File: config.mk
export PLATFORM = sky130hd
export DESIGN_NAME = k_transaction_max_profit_top
export DESIGN_NICKNAME = d
export VERILOG_FILES = /design/src/sv/kmp_pkg.sv /design/src/sv/k_transaction_max_profit_top.sv
export SDC_FILE = /design/constraint.sdc
export NUM_CORES = 2
export LEC_CHECK = 0
export ABC_CLOCK_PERIOD_IN_PS = 23100
export BUFFER_PORTS_ARGS = -buffer_cell sky130_fd_sc_hd__buf_2
export CORE_MARGIN = 1.5
export CORE_UTILIZATION = 29
export DETAILED_ROUTE_END_ITERATION = 10
export GPL_TIMING_DRIVEN = 0
export PLACE_DENSITY_LB_ADDON = 0.12
export SLEW_MARGIN = 15
export SYNTH_ARGS = -nofsm -noshare
export SYNTH_HDL_FRONTEND = slang
export SYNTH_SLANG_ARGS = --single-unit
export TNS_END_PERCENT = 10
File: constraint.sdc
create_clock -name clock -period 23.1 [get_ports clock]
set_input_delay 1.155 -clock clock [delete_from_list [all_inputs] [get_ports clock]]
set_output_delay 1.155 -clock clock [all_outputs]
set_load 0.05 [all_outputs]
File: src/sv/kmp_pkg.sv
package kmp_pkg;

   localparam int PRICE_W        = 32;
   localparam int GAIN_W         = 48;
   localparam int POS_W          = 50;
   localparam int TRADES_W       = 5;
   localparam int MAX_TRADES_DEF = 16;

   localparam logic [TRADES_W-1:0]     TRADES_RESET = TRADES_W'(1);
   localparam logic [GAIN_W-1:0]       GAIN_MAX     = '1;
   // most negative open position means nothing bought yet
   localparam logic signed [POS_W-1:0] NO_POSITION  = {1'b1, {(POS_W-1){1'b0}}};

   typedef enum logic [2:0] {
      ST_IDLE = 3'b001,
      ST_RUN  = 3'b010,
      ST_HOLD = 3'b100
   } state_type;

endpackage

File: src/sv/k_transaction_max_profit_top.sv
// a price transfer is taken, then the walk steps through the trade counts,
//   one count per cycle through the closed-gain and open-position memories
// a new price is taken only in idle, after the walk of the previous one is done
// a last price's profit is registered at walk end, or held until the output frees
// reset: synchronous; max_trades returns to 1, all memory entries read as cleared
module k_transaction_max_profit_top #(
   parameter int MaxTrades = kmp_pkg::MAX_TRADES_DEF
) (
   input  logic                         clock,
   input  logic                         reset,
   input  logic                         req_tvalid,
   output logic                         req_tready,
   input  logic [kmp_pkg::PRICE_W-1:0]  req_tdata,   // [31:0] price
   input  logic                         req_tlast,
   output logic                         rsp_tvalid,
   input  logic                         rsp_tready,
   output logic [kmp_pkg::GAIN_W-1:0]   rsp_tdata,   // [47:0] profit
   input  logic                         csr_wr_en,
   input  logic [kmp_pkg::TRADES_W-1:0] csr_wr_data
);
   import kmp_pkg::*;

   localparam int IdxW = (MaxTrades > 1) ? $clog2(MaxTrades) : 1;
   localparam int KW   = (IdxW + 1 > TRADES_W) ? IdxW + 1 : TRADES_W;

   state_type state_ff, state_in;
   logic [IdxW-1:0] cur_ff, cur_in;
   logic [PRICE_W-1:0] price_ff, price_in;
   logic last_ff, last_in;
   logic [GAIN_W-1:0] prev_ff, prev_in;
   logic [GAIN_W-1:0] res_ff, res_in;
   logic [MaxTrades-1:0] vld_ff, vld_in;
   logic [TRADES_W-1:0] csr_ff;
   logic rsp_valid_ff, rsp_valid_in;
   logic [GAIN_W-1:0] rsp_data_ff, rsp_data_in;

   logic [GAIN_W-1:0] closed_mem [MaxTrades];
   logic signed [POS_W-1:0] open_mem [MaxTrades];
   logic [GAIN_W-1:0] closed_rd_ff;
   logic signed [POS_W-1:0] open_rd_ff;

   logic accept, rd_en, wr_en, at_end, hit, slot_free;
   logic [IdxW-1:0] rd_addr;
   logic [GAIN_W-1:0] closed_old, closed_new, sell_sat, fin_val;
   logic signed [POS_W-1:0] open_old, open_new, buy, sell;
   logic [KW-1:0] k_cfg, k_eff;

   assign req_tready = (state_ff == ST_IDLE);
   assign rsp_tvalid = rsp_valid_ff;
   assign rsp_tdata  = rsp_data_ff;

   assign accept    = req_tvalid && req_tready;
   assign at_end    = (cur_ff == IdxW'(MaxTrades - 1));
   assign wr_en     = (state_ff == ST_RUN);
   assign rd_en     = accept || ((state_ff == ST_RUN) && !at_end);
   assign rd_addr   = accept ? '0 : cur_ff + IdxW'(1);
   assign slot_free = !rsp_valid_ff || rsp_tready;

   // entries not touched since the last clear read as their reset value
   assign closed_old = vld_ff[cur_ff] ? closed_rd_ff : '0;
   assign open_old   = vld_ff[cur_ff] ? open_rd_ff : NO_POSITION;

   assign buy      = $signed(POS_W'(prev_ff)) - $signed(POS_W'(price_ff));
   assign open_new = (buy > open_old) ? buy : open_old;
   assign sell     = open_new + $signed(POS_W'(price_ff));

   always_comb begin
      if (sell < 0) begin
         sell_sat = '0;
      end else if (sell > $signed(POS_W'(GAIN_MAX))) begin
         sell_sat = GAIN_MAX;
      end else begin
         sell_sat = sell[GAIN_W-1:0];
      end
   end

   assign closed_new = (sell_sat > closed_old) ? sell_sat : closed_old;

   assign k_cfg   = KW'(csr_ff);
   assign k_eff   = (k_cfg > KW'(MaxTrades)) ? KW'(MaxTrades) : k_cfg;
   assign hit     = (k_eff != '0) && (KW'(cur_ff) == k_eff - KW'(1));
   assign fin_val = hit ? closed_new : res_ff;

   always_comb begin
      state_in     = state_ff;
      cur_in       = cur_ff;
      price_in     = price_ff;
      last_in      = last_ff;
      prev_in      = prev_ff;
      res_in       = res_ff;
      vld_in       = vld_ff;
      rsp_valid_in = rsp_valid_ff && !rsp_tready;
      rsp_data_in  = rsp_data_ff;
      unique case (state_ff)
         ST_IDLE: begin
            if (accept) begin
               cur_in   = '0;
               prev_in  = '0;
               res_in   = '0;
               price_in = req_tdata;
               last_in  = req_tlast;
               state_in = ST_RUN;
            end
         end
         ST_RUN: begin
            cur_in         = cur_ff + IdxW'(1);
            prev_in        = closed_new;
            res_in         = fin_val;
            vld_in[cur_ff] = 1'b1;
            if (at_end) begin
               if (!last_ff) begin
                  state_in = ST_IDLE;
               end else begin
                  vld_in = '0;
                  if (slot_free) begin
                     rsp_valid_in = 1'b1;
                     rsp_data_in  = fin_val;
                     state_in     = ST_IDLE;
                  end else begin
                     state_in = ST_HOLD;
                  end
               end
            end
         end
         ST_HOLD: begin
            if (slot_free) begin
               rsp_valid_in = 1'b1;
               rsp_data_in  = res_ff;
               state_in     = ST_IDLE;
            end
         end
         default: begin
            state_in = ST_IDLE;
         end
      endcase
   end

   always_ff @(posedge clock) begin
      if (reset) begin
         state_ff     <= ST_IDLE;
         vld_ff       <= '0;
         rsp_valid_ff <= 1'b0;
         csr_ff       <= TRADES_RESET;
      end else begin
         state_ff     <= state_in;
         vld_ff       <= vld_in;
         rsp_valid_ff <= rsp_valid_in;
         if (csr_wr_en) begin
            csr_ff <= csr_wr_data;
         end
      end
   end

   always_ff @(posedge clock) begin
      cur_ff      <= cur_in;
      price_ff    <= price_in;
      last_ff     <= last_in;
      prev_ff     <= prev_in;
      res_ff      <= res_in;
      rsp_data_ff <= rsp_data_in;
   end

   always_ff @(posedge clock) begin
      if (rd_en) begin
         closed_rd_ff <= closed_mem[rd_addr];
         open_rd_ff   <= open_mem[rd_addr];
      end
      if (wr_en) begin
         closed_mem[cur_ff] <= closed_new;
         open_mem[cur_ff]   <= open_new;
      end
   end

endmodule

### Word-level counts from Yosys, hierarchy flattened

Memories as Yosys holds them, arrays and structs flattened. A register that Yosys moved wholly into a read port is not among the register bits.
Index checks and enable logic that the tools add are counted.
Widths: inputs -> output; s select.

| storage, ports and cells | value |
|---|---|
| bits in registers | 206 |
| bits in writable memories | 1,568 |
| bits of input ports | 43 |
| output and inout bits | 50 |
| word-level logic and storage cells | 88 |
| memories | 2 |

| operators by class | value |
|---|---|
| add/subtract/negate cells | 4 |
| magnitude comparators | 7 |
| equality and inequality tests | 10 |
| multiplexer cells | 37 |
| bitwise gates (word level) | 1 |
| reduce and logical (&&, ||, !) cells | 17 |

Memory list:

| name | depth | bits a word | read ports | clocked after Yosys merged registers in | wr ports | line | source |
|---|---|---|---|---|---|---|---|
| open_mem | 16 | 50 | 1 | 1 | 1 | k_transaction_max_profit_top.sv:38 | `logic signed [POS_W-1:0] open_mem [MaxTrades];` |
| closed_mem | 16 | 48 | 1 | 1 | 1 | k_transaction_max_profit_top.sv:37 | `logic [GAIN_W-1:0] closed_mem [MaxTrades];` |

Operators by type and width:

| cell | count |
|---|---|
| $mux 48 | 10 |
| $pmux 48 s2 | 3 |
| $mux 50 | 2 |
| $add 50x33->50 | 1 |
| $gt 49x50->1 | 1 |
| $gt 50x49->1 const B | 1 |
| $lt 50x1->1 const B | 1 |
| $sub 48x32->49 | 1 |
| $gt 48x48->1 | 1 |
| $mux 16 | 2 |
| $or 16x16->16 | 1 |
| $mux 3 | 5 |
| $pmux 3 s3 | 1 |
| $mux 4 | 2 |
| $pmux 4 s2 | 1 |
| $mux 1 | 7 |
| $ne 2x1->1 const B | 3 |
| $eq 4x5->1 | 1 |
| $gt 5x5->1 const B | 1 |
| $logic_and 1x1->1 | 5 |
| $lt 4x5->1 const B | 1 |
| $mux 5 | 1 |
| $reduce_and 5->1 | 1 |
| $reduce_bool 5->1 | 1 |
| 16 further kinds | 22 |

### Logic depth before layout (Yosys ltp)

| depth | value |
|---|---|
| word-level depth | 16 |
| depth in mapped cells | 59 |
| gate-level depth less buffers | 51 |

### Least setup slack after synthesis

OpenSTA, ideal clock, no wires.

| path | value |
|---|---|
| path kind | reg-to-reg |
| start | reg cur_ff[0] |
| end | mem closed_mem[0][27] (data pin) |
| library setup time | 327 ps |
| arrival | 12,581 ps |
| required time | 22,773 ps |
| slack | 10,191 ps |
| stages on the path, launching flop included | 54 |
| path buffers | 16 |
| period minus slack after synthesis | 12,909 ps |
| cell sequence | edfxtp_1 > buf_2 > mux4_2 > mux2i_1 > mux2i_1 > clkbuf_1 > clkbuf_1 > clkbuf_1 > buf_1 > buf_1 > nand2_1 > ha_1 > a211oi_1 > nor2_1 > nor4_1 > o211ai_1 > a31o_2 > a31o_2 > [18 not listed] > or2_1 > buf_2 > buf_4 > buf_4 > nor2_1 > ha_1 > a21o_1 > a21o_1 > a21oi_1 > o21ai_0 > a21oi_1 > nor2_1 > a211oi_1 > a21o_1 > clkbuf_1 > clkbuf_1 > nor3_1 > nor3_1 |

| on the way | value |
|---|---|
| longest elaborated chain between the ends | 11 |
| elaborated cells on any way between the ends | 13 |
| classes of those cells | 1 x add/sub; 4 x order compare; 8 x mux |

Ends and longest elaborated chain:

| what | line | source |
|---|---|---|
| from (decl) | k_transaction_max_profit_top.sv:27 | `logic [IdxW-1:0] cur_ff, cur_in;` |
| from (signal assigned) | k_transaction_max_profit_top.sv:155 | `cur_ff <= cur_in;` |
| $bmux 1 s4 * | k_transaction_max_profit_top.sv:61 | `assign open_old = vld_ff[cur_ff] ? open_rd_ff : NO_POSITION;` |
| $mux 1 (not written as such) * | k_transaction_max_profit_top.sv:61 |  |
| $mux 50 * | k_transaction_max_profit_top.sv:61 |  |
| $gt 49x50->1 | k_transaction_max_profit_top.sv:64 | `assign open_new = (buy > open_old) ? buy : open_old;` |
| $mux 50 * | k_transaction_max_profit_top.sv:64 |  |
| via open_new[5] | k_transaction_max_profit_top.sv:45 | `logic signed [POS_W-1:0] open_old, open_new, buy, sell;` |
| $add 50x33->50 * | k_transaction_max_profit_top.sv:65 | `assign sell = open_new + $signed(POS_W'(price_ff));` |
| $gt 50x49->1 | k_transaction_max_profit_top.sv:70 | `end else if (sell > $signed(POS_W'(GAIN_MAX))) begin` |
| $mux 48 | k_transaction_max_profit_top.sv:70 |  |
| $mux 48 * | k_transaction_max_profit_top.sv:68 | `if (sell < 0) begin` |
| $gt 48x48->1 | k_transaction_max_profit_top.sv:77 | `assign closed_new = (sell_sat > closed_old) ? sell_sat : closed_old;` |
| $mux 48 * | k_transaction_max_profit_top.sv:77 |  |
| via closed_new[27] | k_transaction_max_profit_top.sv:44 | `logic [GAIN_W-1:0] closed_old, closed_new, sell_sat, fin_val;` |
| to (decl) | k_transaction_max_profit_top.sv:37 |  |

The timed path passes the listed nets; every way through them passes the cells marked *. The select of a mux whose other input is x is not followed.

### Worst setup path in the final report

| path | value |
|---|---|
| start | reg cur_ff[1] |
| end | mem closed_mem[4][37] (data pin) |

The elaborated chain is that of the path after synthesis.

==> impl_results.md <==
* Power density normalized to cell area at 103.3 nW/um^2
* Largest area contributor in the netlist: sky130_fd_sc_hd__edfxtp_1
* Commonest cells after routing, fill and taps aside: sky130_fd_sc_hd__edfxtp_1 (1847), sky130_fd_sc_hd__nand2_1 (1069), sky130_fd_sc_hd__nand3_1 (443)
* Maximum clock skew at final layout at 80.64 ps
* Fraction of the cycle the final worst path needs at about nine tenths
* Total nets after synthesis at ~6700
* Final Wtd Congestion at between 0.9 and 1
* Flip-flop and latch count after synthesis at between 1500 and 2000
* Area occupied by multi-input gates at 24170 um^2
* Vertical extent of the die at 534.3 um
* Largest net degree at the start of global routing at between 50 and 60
* Main flop type after synthesis: sky130_fd_sc_hd__edfxtp_1
* CTS max path bufs at 3
* Post-CTS resize count at 0
* Average detailed-routed wire length per instance at 30.14 um
* Total global-route track usage at a little under a quarter
* Vias at approximately 58000
* Number of nets with antenna violations after detailed routing at 0
* Highest achievable clock rate at about 0.047 GHz
* Area share of the largest cell type after synthesis at about 68%
* Number of cells in the design after placement at ~11000
* RSZ-0062 raised after global routing: no
* Post-synth EDFFs at between 1500 and 2000
* Vias per inst at 5.336
* Sequential cell area fraction in the yosys report at between 60 and 70%
* Worst Path Required at 23650 ps
* Final Setup Violations at 0
* Worst path slowest cell: sky130_fd_sc_hd__buf_1
* Result of the run: completed
* Data arrival time of the critical path at 21690 ps
* Maximum VDD drop at about 0.00007 V
* Placed Area at roughly 90000 um^2
* # Post-CTS Setup Buffers at 0
* Synth Cell Area at between 80000 and 90000 um^2
* Count of port buffers added during placement at 90
* Detailed placer's ending HPWL at ~250000 um
* Remaining max-slew budget at the tightest pin at a little over an eighth
* Maximum capacitance violations at 0
* Pleak at between 0.03 and 0.04 uW
* Largest fanout on the critical path at 17
* Total Die Area at approximately 290000 um^2
* Initial DRT Pass Iterations at 5
* Final global-route overflow total at 0
* CP Class: reg -> reg
* Post-Syn Instances at approximately 6500
* Skew-Pair Late Insertion Delay at 900 ps
* Clock Sinks at ~1900
* Clock tree from TritonCTS: done
* Count of unresolved DRC violations after routing at 0
* First-pass GRT wire length at about 460000 um
* Area delta synth->final at 18.64%
* Root buffer cell: sky130_fd_sc_hd__clkbuf_16
* Measured slew at the worst slew-check pin at about 1300 ps
* Ys Warns at 0
* Number of buffers added by the clock tree synthesis step at roughly 210
* Commonest non-fill, non-tap cell in the layout: sky130_fd_sc_hd__edfxtp_1
* Synth area leaders: sky130_fd_sc_hd__edfxtp_1 (68%), sky130_fd_sc_hd__nand2_1 (4.9%), sky130_fd_sc_hd__nand3_1 (2.7%), sky130_fd_sc_hd__ha_1 (2.6%), sky130_fd_sc_hd__a21oi_1 (2.2%)
* Net total in the final layout at between 7000 and 8000
* Iteration-0 DRC Markers at a little under 6000
* Fraction of the core area covered by cells at the end of the flow at 34.67%
* Most used cell along the critical path: sky130_fd_sc_hd__clkbuf_1
* I/O pin count at 93
* Clock period minus worst slack at approximately 21000 ps
* Row count at a little under 200
* Yosys cell types at just under 100
* Antenna violations before repair at 39
* Horizontal die dimension at roughly 530 um
* Critical Path Sink Type: register
* Initial core utilization at between 20% and 30%
* Final number of max-transition violations at 0
* Worst min path class: in -> reg
* Floorplan Core Area at roughly 280000 um^2
* Via count of the first global-routing pass at around 56000
* Final Instance Area at 97120 um^2
* Clock slew seen by the registers of the worst setup and hold paths at 60 ps
* Final hold violations at 0
* Number of levels the H-tree was split into at 4
* Fraction of final layout cells with drive strength greater than 1 at between 10% and 20%
* Crit-path max cell delay at 1000 ps
* Count of placed standard cells in the final layout, fillers left out at 10900
* FILL cells at ~28000
* Post-synth ARST share at 0%
* Total chip power at between 10000 and 15000 uW
* Area taken by flip-flops and latches at ~56000 um^2
* Final routed wirelength across all metal layers at 328400 um
* Count of hold-fix buffers inserted at cts at 0
* Mean instance size in the synthesized netlist at roughly 13 um^2
* Worst Setup Start Kind: register
==> per-layer routing <==
layer,vias up,GRT usage (%),wire length (um)
li1,25840,-,-
met1,30040,32.05,150100
met2,1874,35.43,149200
met3,396,2.827,17330
met4,0,7.842,11840
met5,-,0,0
==> report_power, final <==
part	internal, uW	switching [uW]	total, uW
sequential	4140	65.2	4200
combinational	636	1870	2500
clock	1890	1430	3330
==> worst paths after layout <==
check / start / endpoint / slack [ps] / cells past startpoint
setup / recovery: cur_ff[1] / closed_mem[4][37] / 1960 / 52
hold / removal: req_tdata[2] / price_ff[2] / 430 / 1
setup reg to reg: cur_ff[1] / closed_mem[4][37] / 1960 / 52
hold reg to reg: vld_ff[11] / vld_ff[11] / 470 / 1
==> cell type report <==
cell class	count	share of cell area [%]
flip-flops and latches	1872	57.62
well taps	3724	4.798
clock inverters	132	1.458
diodes	14	0.03607
repair buffers	277	3.455
multi-input cells	4090	24.89
plain buffers	456	1.903
clock buffers	249	5.518
inverters	83	0.3208
==> synthesized netlist by cell type (29+ instances only) <==
cell type and n:
sky130_fd_sc_hd__o211ai_1 212, sky130_fd_sc_hd__ha_1 171, sky130_fd_sc_hd__o221ai_1 199, sky130_fd_sc_hd__edfxtp_1 1847, sky130_fd_sc_hd__or3_1 211, sky130_fd_sc_hd__xor2_1 31, sky130_fd_sc_hd__nand2_1 1072, sky130_fd_sc_hd__and3_1 119
sky130_fd_sc_hd__a21o_1 60, sky130_fd_sc_hd__nor3_1 50, sky130_fd_sc_hd__inv_1 82, sky130_fd_sc_hd__a21oi_1 355, sky130_fd_sc_hd__clkbuf_1 390, sky130_fd_sc_hd__nor2_1 223, sky130_fd_sc_hd__a211oi_1 29, sky130_fd_sc_hd__o21ai_0 346
sky130_fd_sc_hd__nand4_1 38, sky130_fd_sc_hd__xnor2_1 63, sky130_fd_sc_hd__o21a_1 41, sky130_fd_sc_hd__a31oi_1 131, sky130_fd_sc_hd__buf_1 39, sky130_fd_sc_hd__nand3_1 443
==> worst max-delay path: cells and delay by family (launching register included) <==
family | cells | cell delay, ps
simple gates | 10 | 3050
flops | 1 | 400
fa+ha+maj | 3 | 950
buf+inv | 17 | 9050
mux | 3 | 680
compound gates | 19 | 6580
==> registers in the layout (all words and copies together), names as in the netlist, named ones only <==
signal	flops
open_rd_ff	50
closed_mem	768
csr_ff	5
vld_ff	15
state_ff	3
cur_ff	4
last_ff	1
rsp_tdata	48
open_mem	800
rsp_tvalid	1
price_ff	32
closed_rd_ff	48
res_ff	48
prev_ff	48
==> kinds of logic (layout without fill, tap and decap cells) <==
logic type,after synthesis,count (layout),share of synthesized area [%]
and+or+nand+nor,2263,2263,12.67
DFF,1872,1872,68.36
AOI/OAI and AO/OA,1530,1530,12.29
buffers and inverters,539,1197,2.552
adders and majority gates,173,173,2.663
xor gates and xnor gates,94,94,1.006
muxes,30,30,0.4509
other,0,14,0
==> stage by stage <==
stage                     hold slack (ps)  setup WS [ps]  setup TNS (ps)
after floorplan                     435.4          10190               0
after global placement              441.3          -1145          -92870
after detailed placement            449.9           2000               0
after CTS                           370.9           1921               0
after global routing                385.5           1400               0
final                               434.4           1958               0
Note: power is estimated with default switching activity, not from simulation.
